### src/design/ptspkt_pkg.sv
// Package for the PES to transport stream packetizer.
// Holds shared sizes, stream byte codes, the controller state type and the command struct.
// No dependencies.
`default_nettype none

package ptspkt_pkg;

    // Packet geometry, all in bytes.
    localparam logic [7:0] PKT_LEN     = 8'd188;
    localparam logic [7:0] PKT_LAST    = 8'd187;
    localparam logic [7:0] BODY_LEN    = 8'd184;
    localparam logic [7:0] BODY_LAST   = 8'd183;
    localparam logic [7:0] PCR_BODY    = 8'd176;
    localparam logic [7:0] HDR_LEN     = 8'd14;
    localparam logic [7:0] SPLIT_TAKE  = 8'd182;
    localparam logic [7:0] AF_LEN_BASE = 8'd183;

    // Transport header codes.
    localparam logic [7:0] SYNC_BYTE      = 8'h47;
    localparam logic [3:0] AFC_PAYLOAD    = 4'h1;
    localparam logic [3:0] AFC_ADAPT_PAY  = 4'h3;
    localparam logic [7:0] AF_FLAGS_PCR   = 8'h10;
    localparam logic [7:0] AF_FLAGS_NONE  = 8'h00;
    localparam logic [7:0] STUFF_BYTE     = 8'hFF;
    localparam logic [6:0] PCR_EXT_MARK   = 7'h7E;
    localparam logic [7:0] PCR_EXT_LOW    = 8'h00;

    // PES header codes.
    localparam logic [7:0] PES_START_ZERO = 8'h00;
    localparam logic [7:0] PES_START_ONE  = 8'h01;
    localparam logic [7:0] PES_STREAM_ID  = 8'hE0;
    localparam logic [7:0] PES_FLAGS      = 8'h80;
    localparam logic [7:0] PES_HDR_DLEN   = 8'h05;
    localparam logic [3:0] PES_PTS_PREFIX = 4'h2;

    // Configuration reset value.
    localparam logic [12:0] PID_RESET = 13'd256;

    typedef enum logic [1:0] {
        ST_IDLE,
        ST_EMIT,
        ST_SPLIT
    } ctrl_state_t;

    // Commands from the controller to the datapath.
    typedef struct packed {
        logic       start;
        logic [7:0] off;
        logic [7:0] take;
        logic       pusi;
        logic       pcr;
        logic [3:0] cc;
        logic       unit_end;
        logic       wr_en;
        logic [7:0] wr_addr;
        logic       latch_ts;
    } dp_cmd_t;

endpackage

`default_nettype wire

### src/design/ptspkt_ctrl.sv
// Controller for the PES to transport stream packetizer.
// Tracks unit, fill and continuity state and issues packet commands to the datapath.
// Depends on ptspkt_pkg.
`default_nettype none

module ptspkt_ctrl (
    input  wire logic               clk,
    input  wire logic               rst_n,
    input  wire logic               in_valid,
    input  wire logic               byte_valid,
    input  wire logic               last_byte,
    input  wire logic               key_frame,
    input  wire logic               pkt_done,
    output logic                    in_stall,
    output ptspkt_pkg::dp_cmd_t     cmd
);

    ptspkt_pkg::ctrl_state_t state_reg;
    ptspkt_pkg::ctrl_state_t state_next;

    logic [7:0] fill_reg;
    logic [3:0] cc_reg;
    logic       first_reg;
    logic       pcr_reg;
    logic       open_reg;

    logic       accept;
    logic       opening;
    logic [7:0] fill0;
    logic [7:0] fill1;
    logic       pcr0;
    logic       first0;
    logic       full;
    logic       split;
    logic       close_pkt;
    logic       clear_unit;

    // Decode of the beat offered at the input.
    always_comb
    begin
        accept    = in_valid && (state_reg == ptspkt_pkg::ST_IDLE);
        opening   = !open_reg;
        fill0     = opening ? ptspkt_pkg::HDR_LEN : fill_reg;
        pcr0      = opening ? key_frame : pcr_reg;
        first0    = opening || first_reg;
        fill1     = fill0 + {7'd0, byte_valid};
        full      = pcr0 ? (fill1 >= ptspkt_pkg::PCR_BODY) : (fill1 >= ptspkt_pkg::BODY_LEN);
        split     = !full && last_byte && (fill1 == ptspkt_pkg::BODY_LAST);
        close_pkt = !full && last_byte && !split && (fill1 != 8'd0);
        clear_unit = full || last_byte;
    end

    // Next state.
    always_comb
    begin
        state_next = state_reg;
        unique case (state_reg)
            ptspkt_pkg::ST_IDLE:
            begin
                if (accept && split)
                    state_next = ptspkt_pkg::ST_SPLIT;
                else if (accept && (full || close_pkt))
                    state_next = ptspkt_pkg::ST_EMIT;
            end
            ptspkt_pkg::ST_EMIT:
            begin
                if (pkt_done)
                    state_next = ptspkt_pkg::ST_IDLE;
            end
            ptspkt_pkg::ST_SPLIT:
            begin
                if (pkt_done)
                    state_next = ptspkt_pkg::ST_EMIT;
            end
            default:
            begin
                state_next = ptspkt_pkg::ST_IDLE;
            end
        endcase
    end

    // Outputs: buffer writes and packet commands.
    always_comb
    begin
        cmd      = '0;
        in_stall = (state_reg != ptspkt_pkg::ST_IDLE);
        unique case (state_reg)
            ptspkt_pkg::ST_IDLE:
            begin
                if (accept)
                begin
                    cmd.wr_en    = byte_valid;
                    cmd.wr_addr  = fill0;
                    cmd.latch_ts = opening;
                    cmd.start    = full || split || close_pkt;
                    cmd.off      = 8'd0;
                    cmd.take     = split ? ptspkt_pkg::SPLIT_TAKE : fill1;
                    cmd.pusi     = first0;
                    cmd.pcr      = pcr0;
                    cmd.cc       = cc_reg;
                    cmd.unit_end = last_byte && !split;
                end
            end
            ptspkt_pkg::ST_SPLIT:
            begin
                // The one byte left over goes out in a second stuffed packet.
                cmd.start    = pkt_done;
                cmd.off      = ptspkt_pkg::SPLIT_TAKE;
                cmd.take     = 8'd1;
                cmd.pusi     = 1'b0;
                cmd.pcr      = 1'b0;
                cmd.cc       = cc_reg;
                cmd.unit_end = 1'b1;
            end
            ptspkt_pkg::ST_EMIT:
            begin
                cmd = '0;
            end
            default:
            begin
                cmd = '0;
            end
        endcase
    end

    // State and unit bookkeeping.
    always_ff @(posedge clk or negedge rst_n)
    begin
        if (!rst_n)
        begin
            state_reg <= ptspkt_pkg::ST_IDLE;
            fill_reg  <= 8'd0;
            cc_reg    <= 4'd0;
            first_reg <= 1'b0;
            pcr_reg   <= 1'b0;
            open_reg  <= 1'b0;
        end
        else
        begin
            state_reg <= state_next;
            if (cmd.start)
                cc_reg <= cc_reg + 4'd1;
            if (accept)
            begin
                open_reg  <= !last_byte;
                fill_reg  <= clear_unit ? 8'd0 : fill1;
                first_reg <= clear_unit ? 1'b0 : first0;
                pcr_reg   <= clear_unit ? 1'b0 : pcr0;
            end
        end
    end

endmodule

`default_nettype wire

### src/design/ptspkt_datapath.sv
// Datapath for the PES to transport stream packetizer.
// Holds the payload buffer; packet bytes go one per unstalled cycle, packed into words.
// Depends on ptspkt_pkg.
`default_nettype none

module ptspkt_datapath (
    input  wire logic                 clk,
    input  wire logic                 rst_n,
    input  wire ptspkt_pkg::dp_cmd_t  cmd,
    output logic                      pkt_done,
    input  wire logic [7:0]           data_byte,
    input  wire logic [32:0]          pts,
    input  wire logic                 cfg_valid,
    input  wire logic [12:0]          cfg_data,
    input  wire logic                 out_stall,
    output logic                      out_valid,
    output logic [63:0]               ts_word,
    output logic [3:0]                byte_count,
    output logic                      packet_end,
    output logic                      unit_end
);

    // Byte of the 14-byte PES header at a given index.
    function automatic logic [7:0] pes_hdr_byte(input logic [3:0] idx, input logic [32:0] t);
        logic [7:0] b;
        begin
            b = ptspkt_pkg::PES_START_ZERO;
            unique case (idx)
                4'd0:  b = ptspkt_pkg::PES_START_ZERO;
                4'd1:  b = ptspkt_pkg::PES_START_ZERO;
                4'd2:  b = ptspkt_pkg::PES_START_ONE;
                4'd3:  b = ptspkt_pkg::PES_STREAM_ID;
                4'd4:  b = ptspkt_pkg::PES_START_ZERO;
                4'd5:  b = ptspkt_pkg::PES_START_ZERO;
                4'd6:  b = ptspkt_pkg::PES_FLAGS;
                4'd7:  b = ptspkt_pkg::PES_FLAGS;
                4'd8:  b = ptspkt_pkg::PES_HDR_DLEN;
                4'd9:  b = {ptspkt_pkg::PES_PTS_PREFIX, t[32:30], 1'b1};
                4'd10: b = t[29:22];
                4'd11: b = {t[21:15], 1'b1};
                4'd12: b = t[14:7];
                4'd13: b = {t[6:0], 1'b1};
                default: b = ptspkt_pkg::PES_START_ZERO;
            endcase
            return b;
        end
    endfunction

    logic [12:0] pid_reg;
    logic [32:0] ts_reg;
    logic [7:0]  off_reg;
    logic [7:0]  take_reg;
    logic        pusi_reg;
    logic        pcr_reg;
    logic [3:0]  cc_reg;
    logic        ue_reg;
    logic        busy_reg;
    logic [7:0]  pos_reg;

    logic [7:0]  mem [ptspkt_pkg::BODY_LEN];
    logic [7:0]  rd_q_reg;

    logic        b_valid_reg;
    logic        b_mem_reg;
    logic [7:0]  b_gen_reg;
    logic        b_last_reg;
    logic        b_ue_reg;

    logic [63:0] acc_reg;
    logic [2:0]  acnt_reg;

    logic        out_valid_reg;
    logic [63:0] ts_word_reg;
    logic [3:0]  byte_count_reg;
    logic        packet_end_reg;
    logic        unit_end_reg;

    logic        en;
    logic [7:0]  pstart;
    logic        in_pay;
    logic [7:0]  rd_addr;
    logic        hdr_sel;
    logic        mem_sel;
    logic        adapt;
    logic [7:0]  hdr_byte;
    logic [7:0]  gen_byte;
    logic [7:0]  byte_in;
    logic [63:0] acc_new;
    logic        word_done;

    // The whole pipeline moves only when the output register can take a word.
    assign en       = !out_valid_reg || !out_stall;
    assign pkt_done = busy_reg && en && (pos_reg == ptspkt_pkg::PKT_LAST);

    // Byte generator: transport header, adaptation field, or payload position.
    always_comb
    begin
        pstart  = ptspkt_pkg::PKT_LEN - take_reg;
        in_pay  = (pos_reg >= pstart);
        rd_addr = off_reg + (pos_reg - pstart);
        hdr_sel = pusi_reg && (rd_addr < ptspkt_pkg::HDR_LEN);
        mem_sel = in_pay && !hdr_sel;
        adapt   = pcr_reg || (take_reg < ptspkt_pkg::BODY_LEN);

        priority if (pos_reg == 8'd0)
            hdr_byte = ptspkt_pkg::SYNC_BYTE;
        else if (pos_reg == 8'd1)
            hdr_byte = {1'b0, pusi_reg, 1'b0, pid_reg[12:8]};
        else if (pos_reg == 8'd2)
            hdr_byte = pid_reg[7:0];
        else if (pos_reg == 8'd3)
            hdr_byte = {adapt ? ptspkt_pkg::AFC_ADAPT_PAY : ptspkt_pkg::AFC_PAYLOAD, cc_reg};
        else if (pos_reg == 8'd4)
            hdr_byte = ptspkt_pkg::AF_LEN_BASE - take_reg;
        else if (pos_reg == 8'd5)
            hdr_byte = pcr_reg ? ptspkt_pkg::AF_FLAGS_PCR : ptspkt_pkg::AF_FLAGS_NONE;
        else if (pcr_reg && (pos_reg == 8'd6))
            hdr_byte = ts_reg[32:25];
        else if (pcr_reg && (pos_reg == 8'd7))
            hdr_byte = ts_reg[24:17];
        else if (pcr_reg && (pos_reg == 8'd8))
            hdr_byte = ts_reg[16:9];
        else if (pcr_reg && (pos_reg == 8'd9))
            hdr_byte = ts_reg[8:1];
        else if (pcr_reg && (pos_reg == 8'd10))
            hdr_byte = {ts_reg[0], ptspkt_pkg::PCR_EXT_MARK};
        else if (pcr_reg && (pos_reg == 8'd11))
            hdr_byte = ptspkt_pkg::PCR_EXT_LOW;
        else
            hdr_byte = ptspkt_pkg::STUFF_BYTE;

        gen_byte = in_pay ? pes_hdr_byte(rd_addr[3:0], ts_reg) : hdr_byte;
    end

    // Configuration register.
    always_ff @(posedge clk or negedge rst_n)
    begin
        if (!rst_n)
            pid_reg <= ptspkt_pkg::PID_RESET;
        else if (cfg_valid)
            pid_reg <= cfg_data;
    end

    // Timestamp and packet parameters, loaded on command.
    always_ff @(posedge clk)
    begin
        if (cmd.latch_ts)
            ts_reg <= pts;
        if (cmd.start)
        begin
            off_reg  <= cmd.off;
            take_reg <= cmd.take;
            pusi_reg <= cmd.pusi;
            pcr_reg  <= cmd.pcr;
            cc_reg   <= cmd.cc;
            ue_reg   <= cmd.unit_end;
        end
    end

    // Packet byte position counter.
    always_ff @(posedge clk or negedge rst_n)
    begin
        if (!rst_n)
        begin
            busy_reg <= 1'b0;
            pos_reg  <= 8'd0;
        end
        else if (cmd.start)
        begin
            busy_reg <= 1'b1;
            pos_reg  <= 8'd0;
        end
        else if (busy_reg && en)
        begin
            if (pos_reg == ptspkt_pkg::PKT_LAST)
                busy_reg <= 1'b0;
            else
                pos_reg <= pos_reg + 8'd1;
        end
    end

    // Payload buffer: one write port from the input, one registered read port.
    always_ff @(posedge clk)
    begin
        if (cmd.wr_en)
            mem[cmd.wr_addr] <= data_byte;
        if (busy_reg && en && mem_sel)
            rd_q_reg <= mem[rd_addr];
    end

    // Byte stage, aligned with the buffer read data.
    always_ff @(posedge clk or negedge rst_n)
    begin
        if (!rst_n)
            b_valid_reg <= 1'b0;
        else if (en)
            b_valid_reg <= busy_reg;
    end

    always_ff @(posedge clk)
    begin
        if (en)
        begin
            b_mem_reg  <= mem_sel;
            b_gen_reg  <= gen_byte;
            b_last_reg <= (pos_reg == ptspkt_pkg::PKT_LAST);
            b_ue_reg   <= ue_reg;
        end
    end

    // Word packing: eight bytes a word, four on the last word of a packet.
    always_comb
    begin
        byte_in   = b_mem_reg ? rd_q_reg : b_gen_reg;
        acc_new   = {acc_reg[55:0], byte_in};
        word_done = b_valid_reg && (b_last_reg || (acnt_reg == 3'd7));
    end

    always_ff @(posedge clk or negedge rst_n)
    begin
        if (!rst_n)
            acnt_reg <= 3'd0;
        else if (en && b_valid_reg)
            acnt_reg <= b_last_reg ? 3'd0 : acnt_reg + 3'd1;
    end

    always_ff @(posedge clk)
    begin
        if (en && b_valid_reg)
            acc_reg <= acc_new;
    end

    // Output register.
    always_ff @(posedge clk or negedge rst_n)
    begin
        if (!rst_n)
            out_valid_reg <= 1'b0;
        else if (en)
            out_valid_reg <= word_done;
    end

    always_ff @(posedge clk)
    begin
        if (en && word_done)
        begin
            ts_word_reg    <= b_last_reg ? {acc_new[31:0], 32'h0} : acc_new;
            byte_count_reg <= b_last_reg ? 4'd4 : 4'd8;
            packet_end_reg <= b_last_reg;
            unit_end_reg   <= b_last_reg && b_ue_reg;
        end
    end

    assign out_valid  = out_valid_reg;
    assign ts_word    = ts_word_reg;
    assign byte_count = byte_count_reg;
    assign packet_end = packet_end_reg;
    assign unit_end   = unit_end_reg;

endmodule

`default_nettype wire

### src/design/pes_to_transport_packetizer_core.sv
// An input beat that fills or closes a packet starts the byte generator, which builds the
// packet one byte per cycle while the output is not stalled, reading payload from the
// registered read port of the payload buffer; the packet leaves as 24 words.
// Input beats are taken one per cycle while bytes collect; input stalls while each packet is
// generated. Reset clears the controller state, the datapath counters and valid flags, and
// sets the PID to 256; buffer contents and the held packet parameters are not cleared.
`default_nettype none

module pes_to_transport_packetizer_core (
    input  wire logic        clk,
    input  wire logic        rst_n,
    // Input channel.
    input  wire logic        in_valid,
    output logic             in_stall,
    input  wire logic [7:0]  data_byte,
    input  wire logic        byte_valid,
    input  wire logic        last_byte,
    input  wire logic        key_frame,
    input  wire logic [32:0] pts,
    // Output channel.
    output logic             out_valid,
    input  wire logic        out_stall,
    output logic [63:0]      ts_word,
    output logic [3:0]       byte_count,
    output logic             packet_end,
    output logic             unit_end,
    // Configuration channel: video PID.
    input  wire logic        cfg_valid,
    output logic             cfg_ready,
    input  wire logic [12:0] cfg_data
);

    ptspkt_pkg::dp_cmd_t cmd;
    logic                pkt_done;

    // The PID register takes a write on any cycle.
    assign cfg_ready = 1'b1;

    ptspkt_ctrl u_ctrl (
        .clk        (clk),
        .rst_n      (rst_n),
        .in_valid   (in_valid),
        .byte_valid (byte_valid),
        .last_byte  (last_byte),
        .key_frame  (key_frame),
        .pkt_done   (pkt_done),
        .in_stall   (in_stall),
        .cmd        (cmd)
    );

    ptspkt_datapath u_datapath (
        .clk        (clk),
        .rst_n      (rst_n),
        .cmd        (cmd),
        .pkt_done   (pkt_done),
        .data_byte  (data_byte),
        .pts        (pts),
        .cfg_valid  (cfg_valid && cfg_ready),
        .cfg_data   (cfg_data),
        .out_stall  (out_stall),
        .out_valid  (out_valid),
        .ts_word    (ts_word),
        .byte_count (byte_count),
        .packet_end (packet_end),
        .unit_end   (unit_end)
    );

endmodule

`default_nettype wire

### config.mk
export PLATFORM = sky130hd
export DESIGN_NAME = pes_to_transport_packetizer_core
export DESIGN_NICKNAME = d
export VERILOG_FILES = /design/src/design/ptspkt_pkg.sv /design/src/design/ptspkt_ctrl.sv /design/src/design/ptspkt_datapath.sv /design/src/design/pes_to_transport_packetizer_core.sv
export SDC_FILE = /design/constraint.sdc
export NUM_CORES = 2
export LEC_CHECK = 0
export BUFFER_PORTS_ARGS = -buffer_cell sky130_fd_sc_hd__buf_2
export CAP_MARGIN = 0
export CORE_ASPECT_RATIO = 0.8
export CORE_MARGIN = 1
export CORE_UTILIZATION = 50
export DETAILED_ROUTE_END_ITERATION = 8
export PLACE_DENSITY = 0.75
export SLEW_MARGIN = 40
export SYNTH_ARGS = -nofsm -noshare
export SYNTH_HDL_FRONTEND = slang
export SYNTH_HIERARCHICAL = 1
export SYNTH_SLANG_ARGS = --single-unit
### constraint.sdc
create_clock -name clk -period 12.7 [get_ports clk]
set_clock_uncertainty 0.1 [all_clocks]
set_input_delay 0 -clock clk [delete_from_list [all_inputs] [get_ports clk]]
set_output_delay 0 -clock clk [all_outputs]
set_load 0.03 [all_outputs]
---- Word-level counts from Yosys, hierarchy flattened ----
Memories as Yosys holds them, arrays and structs flattened. A register that Yosys moved wholly into a read port is not among the register bits.
Index checks and enable logic that the tools add are counted.
operators by class
  equal/unequal tests ..................... 30
  reductions and logical operators ........ 48
  add/sub/neg operators ................... 8
  muxes and demuxes ....................... 43
  magnitude comparators ................... 5
operators by type and width
  operator               count
  $mux W8                20
  $pmux W8 S9            1
  $mux W64               1
  $pmux W24 S2           1
  $mux W34               1
  $eq A8 B3 Y1 const B   4
  $eq A8 B4 Y1 const B   4
  $eq A4 B4 Y1 const B   6
  $logic_and A1 B1 Y1    23
  $eq A8 B2 Y1 const B   2
  $eq A8 B8 Y1 const B   2
  $ge A8 B8 Y1 const B   2
  $sub A8 B8 Y8 const A  2
  $mux W10               1
  $mux W2                5
  $mux W1                9
  $add A8 B1 Y8          1
  $add A8 B1 Y8 const B  1
  $add A8 B8 Y8          1
  $eq A4 B2 Y1 const B   2
  $eq A4 B3 Y1 const B   2
  $eq A8 B1 Y1 const B   1
  $ge A8 B8 Y1           1
  $logic_not A8 Y1       1
  23 further kinds       40
word-level totals
  RAM bits ................................ 1472
  bits in registers ....................... 237
  logic and storage cells ................. 164
  memories ................................ 1
memory list
  memory          words  width  read ports  clocked after Yosys merged registers in  write ports  RTL line               RTL
  u_datapath.mem  184    8      1           1                                        1            ptspkt_datapath.sv:60  logic [7:0] mem [ptspkt_pkg::BODY_LEN];

---- Logic depth before layout (Yosys ltp) ----
  depth in word-level cells ............... 15
  depth in mapped cells ................... 19
  gate-level depth less buffers ........... 15

---- Cells and area by module ----
The synthesis kept the hierarchy.
by module, submodules not included
  module                            area each (um^2)  cells each  instances
  ptspkt_datapath                   66855.4           3308        1
  ptspkt_ctrl                       1416.4            154         1
  pes_to_transport_packetizer_core  11.3              2           1

---- Worst setup path before layout ----
No wires, ideal clock.
  kind .................................... flip-flop to flip-flop
  start point ............................. reg u_datapath.out_valid_reg, in the netlist u_datapath/out_valid
  end point ............................... reg u_datapath.byte_count_reg[2], in the netlist u_datapath/byte_count[2] (enable)
  buffers on the path ..................... 0
  slack ................................... 8.149 ns
  library setup time ...................... 0.492 ns
  cell stages (with the launch flop) ...... 4
  period minus slack after synthesis ...... 4.551 ns
  arrival time ............................ 3.959 ns
  cell sequence ........................... dfrtp_1 > nand2_1 > nand2_1 > nor2_1
on the way
  cells in the longest elaborated chain, start to end .. 3
ends and longest elaborated chain
  element                 RTL line                RTL
  start, declared         ptspkt_datapath.sv:72   logic out_valid_reg;
  start signal, assigned  ptspkt_datapath.sv:239  out_valid_reg <= word_done;
  $logic_not A1 Y1        ptspkt_datapath.sv:92   assign en = !out_valid_reg || !out_stall;
  $logic_or A1 B1 Y1      ptspkt_datapath.sv:92
  $logic_and A1 B1 Y1     ptspkt_datapath.sv:244  if (en && word_done)
  end signal, assigned    ptspkt_datapath.sv:247  byte_count_reg <= b_last_reg ? 4'd4 : 4'd8;
  end, declared           ptspkt_datapath.sv:74   logic [3:0] byte_count_reg;
No other way between the ends.
A chain may end at the register's enable or synchronous reset.

---- Final worst setup path ----
  start point ............................. reg u_datapath.take_reg[0]
  end point ............................... reg u_datapath.rd_q_reg[2] (read register of u_datapath.mem), data pin
on the way
  cells in the longest elaborated chain, start to end .. 8
  elaborated cells on any way between the ends .. 9
  those cells by class .................... add/sub: 3; order compare: 2; reduce/logical: 4
ends and longest elaborated chain
  element                 RTL line                RTL
  start, declared         ptspkt_datapath.sv:52   logic [7:0] take_reg;
  start signal, assigned  ptspkt_datapath.sv:152  take_reg <= cmd.take;
  $sub A8 B8 Y8 (*)       ptspkt_datapath.sv:98   pstart = ptspkt_pkg::PKT_LEN - take_reg;
  $sub A8 B8 Y8           ptspkt_datapath.sv:100  rd_addr = off_reg + (pos_reg - pstart);
  $add A8 B8 Y8           ptspkt_datapath.sv:100
  $lt A8 B4 Y1            ptspkt_datapath.sv:101  hdr_sel = pusi_reg && (rd_addr < ptspkt_pkg::HDR_LEN);
  $logic_and A1 B1 Y1     ptspkt_datapath.sv:101
  $logic_not A1 Y1        ptspkt_datapath.sv:102  mem_sel = in_pay && !hdr_sel;
  $logic_and A1 B1 Y1     ptspkt_datapath.sv:102
  $logic_and A1 B1 Y1     ptspkt_datapath.sv:187  if (busy_reg && en && mem_sel)
  end, declared           ptspkt_datapath.sv:61   logic [7:0] rd_q_reg;
Every way passes the cells marked *; elsewhere a longest branch is shown, timed or not.

==> impl_metrics.json <==
{
  "status": "completed",
  "crit_end": "u_datapath/rd_q_reg[2]",
  "r2r-end": "u_datapath/rd_q_reg[2]",
  "ys_seq_area_share_pct": 75.06,
  "synth_mux_area_share_pct": 15.01,
  "layout_min_cycle_time_ns": 6.095,
  "dieWidth_um": 415.2,
  "max_freq_ghz": 0.1641,
  "fp.dieH_um": 332.5,
  "post-synth-top-area-fraction_pct": 73.44,
  "r2r_cells": 12,
  "async_reset_ff_share_pct": 2.567,
  "yosys.area_share.simple_pct": 4.788,
  "top_usage_layer": "met2",
  "p_leak_nw": 24.71,
  "viasPerCell": 6.362,
  "via_count": 35950,
  "grt_pass1_vias": 35530,
  "crit_start": "u_datapath/take_reg[0]",
  "finalWeightedCongestion": 0.9426,
  "postCtsSetupRepairBufs": 0,
  "slew_violations": 0,
  "track_usage_pct": 24.38,
  "final.setup.tns_ns": 0,
  "grt.met3_usage_pct": 6.829,
  "met2_usage_pct": 36.07,
  "end_kind": "register",
  "core_area_mm2": 0.1347,
  "synthXorXnorAreaFrac_pct": 0.4984,
  "drc": 0,
  "r2r_slack_ns": 6.61,
  "grt_pass1_wl_um": 244800,
  "htree_levels": 4,
  "synth_top_family_by_area": "multiplexers",
  "setup_viol": 0,
  "yosysTopAreaCell": "edfxtp_1",
  "antenna_found_initial": 9,
  "cts-root-buf": "clkbuf_16",
  "synthCells": 3464,
  "drt_iter0_markers": 5321,
  "cp.required_ns": 13.14,
  "wirelength_um": 168600,
  "grt_max_degree": 131,
  "power_w": 0.02108,
  "area_growth_pct": 13.65,
  "synth_cell_types": 93,
  "criticalPathCategory": "reg -> reg",
  "place.port_buffers": 131,
  "synth_ff_type": "edfxtp_1",
  "cp_max_fo": 130,
  "fin_crit_sh_pct": 47.99,
  "postLayoutCellArea_mm2": 0.07761,
  "gr-total-overflow": 0,
  "cp-start-kind": "register",
  "nets": 3844,
  "min_path_type": "in -> reg",
  "ys_seq_elements": 1714,
  "die_area_mm2": 0.1381,
  "synth_edf_count": 1670,
  "wire_per_inst_um": 29.84,
  "worst_pin_slew_ns": 1.004,
  "worst_ir_drop_vdd_uv": 434.6,
  "synth_compound_area_share_pct": 2.457,
  "synth_area_mm2": 0.06828,
  "rsz0062_at_grt": "false",
  "most-common-layout-cells": "1670 x edfxtp_1, 420 x mux4_2, 204 x nand2_1",
  "largest_reg_flops": 1472,
  "dpl_cell_area_mm2": 0.07120,
  "syn_area_per_cell_um2": 19.71,
  "initial_core_util_pct": 50.70,
  "clock_latency_ns": 0.79,
  "cts.reportedPaths.clkPinSlew_ns": 0.07,
  "cts_tree": "built",
  "hpwlAfterDp_um": 96630,
  "detail-route-antenna-nets": 0,
  "dp_slack_ns": 6.691,
  "numCtsBuffers": 158,
  "cts_num_sinks": 1714,
  "setup_slack_ns": 6.605,
  "critical_path_arrival_ns": 6.54,
  "slew_headroom_pct": 32.46,
  "r2r-start": "u_datapath/take_reg[0]",
  "cts_resized": 0,
  "finalHoldViolCount": 0,
  "whs_ns": 0.07296,
  "grt_use_met1_pct": 35.24,
  "final_common_cell": "edfxtp_1",
  "maxCapViolCount": 0,
  "dr.pass1.iters": 8,
  "rows": 120,
  "synth-adder-area-share_pct": 0.6743,
  "p_per_area_mw_per_mm2": 271.6,
  "synth_area_leaders": "edfxtp_1 73%, mux4_2 14%, dfrtp_1 1.6%, nor2_1 1.4%, nand2_1 1.2%",
  "ys_warn_count": 6,
  "io_pins": 135,
  "drive_gt1_share_pct": 26.64,
  "clk_path_buf_depth": 3
}
## critical path, stage by stage (launching register included)
cell,delay (ns)
edfxtp_1,0.44
inv_1,0.11
ha_1,0.23
inv_1,0.09
fa_1,0.47
fa_4,1.09
buf_12,0.61
buf_6,0.62
mux4_2,0.41
mux4_2,0.54
mux2i_1,0.37
o21ai_0,0.20
a221o_1,0.36
## layer usage
| layer | vias up | part of all wire [%] |
|---|---|---|
| met1 | 18560 | 39 |
| met4 | 0 | 3.0 |
| met3 | 325 | 13 |
| met2 | 2454 | 45 |
| met5 | - | 0 |
| li1 | 14620 | - |
## stage by stage
step	instances	utilization (%)
after CTS	5643	57.46
final	5651	57.62
after global routing	5651	57.62
after floorplan	3467	-
after global placement	5228	52.64
after detailed placement	5231	52.87
## where the power goes
group / total [W] / internal [W] / switching (W) / leakage, nW
sequential: 0.00677 / 0.00658 / 0.000192 / 15.6
combinational: 0.00973 / 0.00382 / 0.00591 / 6.70
clock: 0.00457 / 0.00251 / 0.00206 / 2.41
total: 0.0211 / 0.0129 / 0.00816 / 24.7
## cell usage after synthesis (all sizes together) (8+ instances only)
master	count
clkbuf	89
a211oi	14
edfxtp	1670
inv	30
dfrtp	43
nand4	24
nor3	16
a31oi	16
o211ai	9
ha	28
mux2i	31
o21ai	53
buf	105
a22o	11
nand2b	8
and3	15
nor2	254
and2	17
o22ai	21
xor2	15
mux2	42
mux4	420
xnor2	23
nand2	215
nor2b	38
a21oi	53
nand3	100
## area by class of cell
cell class,instances,area (um2)
Inverter,31,116.4
Multi-Input combinational cell,1528,16470
Sequential cell,1714,51250
Clock inverter,82,678.2
Fill cell,9529,57070
Clock buffer,206,4249
Timing Repair Buffer,316,2621
Antenna cell,5,12.51
Tap cell,1769,2213
## timing repair
item | in CTS | in global routing
setup endpoints to repair | 0 | 0
hold buffers | 124 | 0
endpoints found under the hold margin | 910 | 0
## worst min path at each step
stage / endpoint / startpoint / slack (ns) / depth (start not counted)
floorplan: u_ctrl/cc_reg[0] / rst_n / -0.40 / 0
global placement: u_datapath/ts_reg[14] / pts[14] / 0.08 / 1
detailed placement: u_ctrl/state_reg[0] / rst_n / -0.03 / 1
CTS: u_datapath/pcr_reg / key_frame / 0.07 / 4
global route: u_datapath/mem[163][7] / data_byte[7] / 0.06 / 2
finish: u_datapath/mem[163][7] / data_byte[7] / 0.07 / 2
## kinds of logic (layout without fill, tap and decap cells)
family,Yosys count,after routing
xor gates and xnor gates,38,38
and+or+nand+nor,714,714
DFF,1714,1714
adders and majority gates,34,34
buffers and inverters,225,635
muxes,493,493
AOI/OAI and AO/OA,243,243
other,3,11
Power figures use the tool's default switching activity.
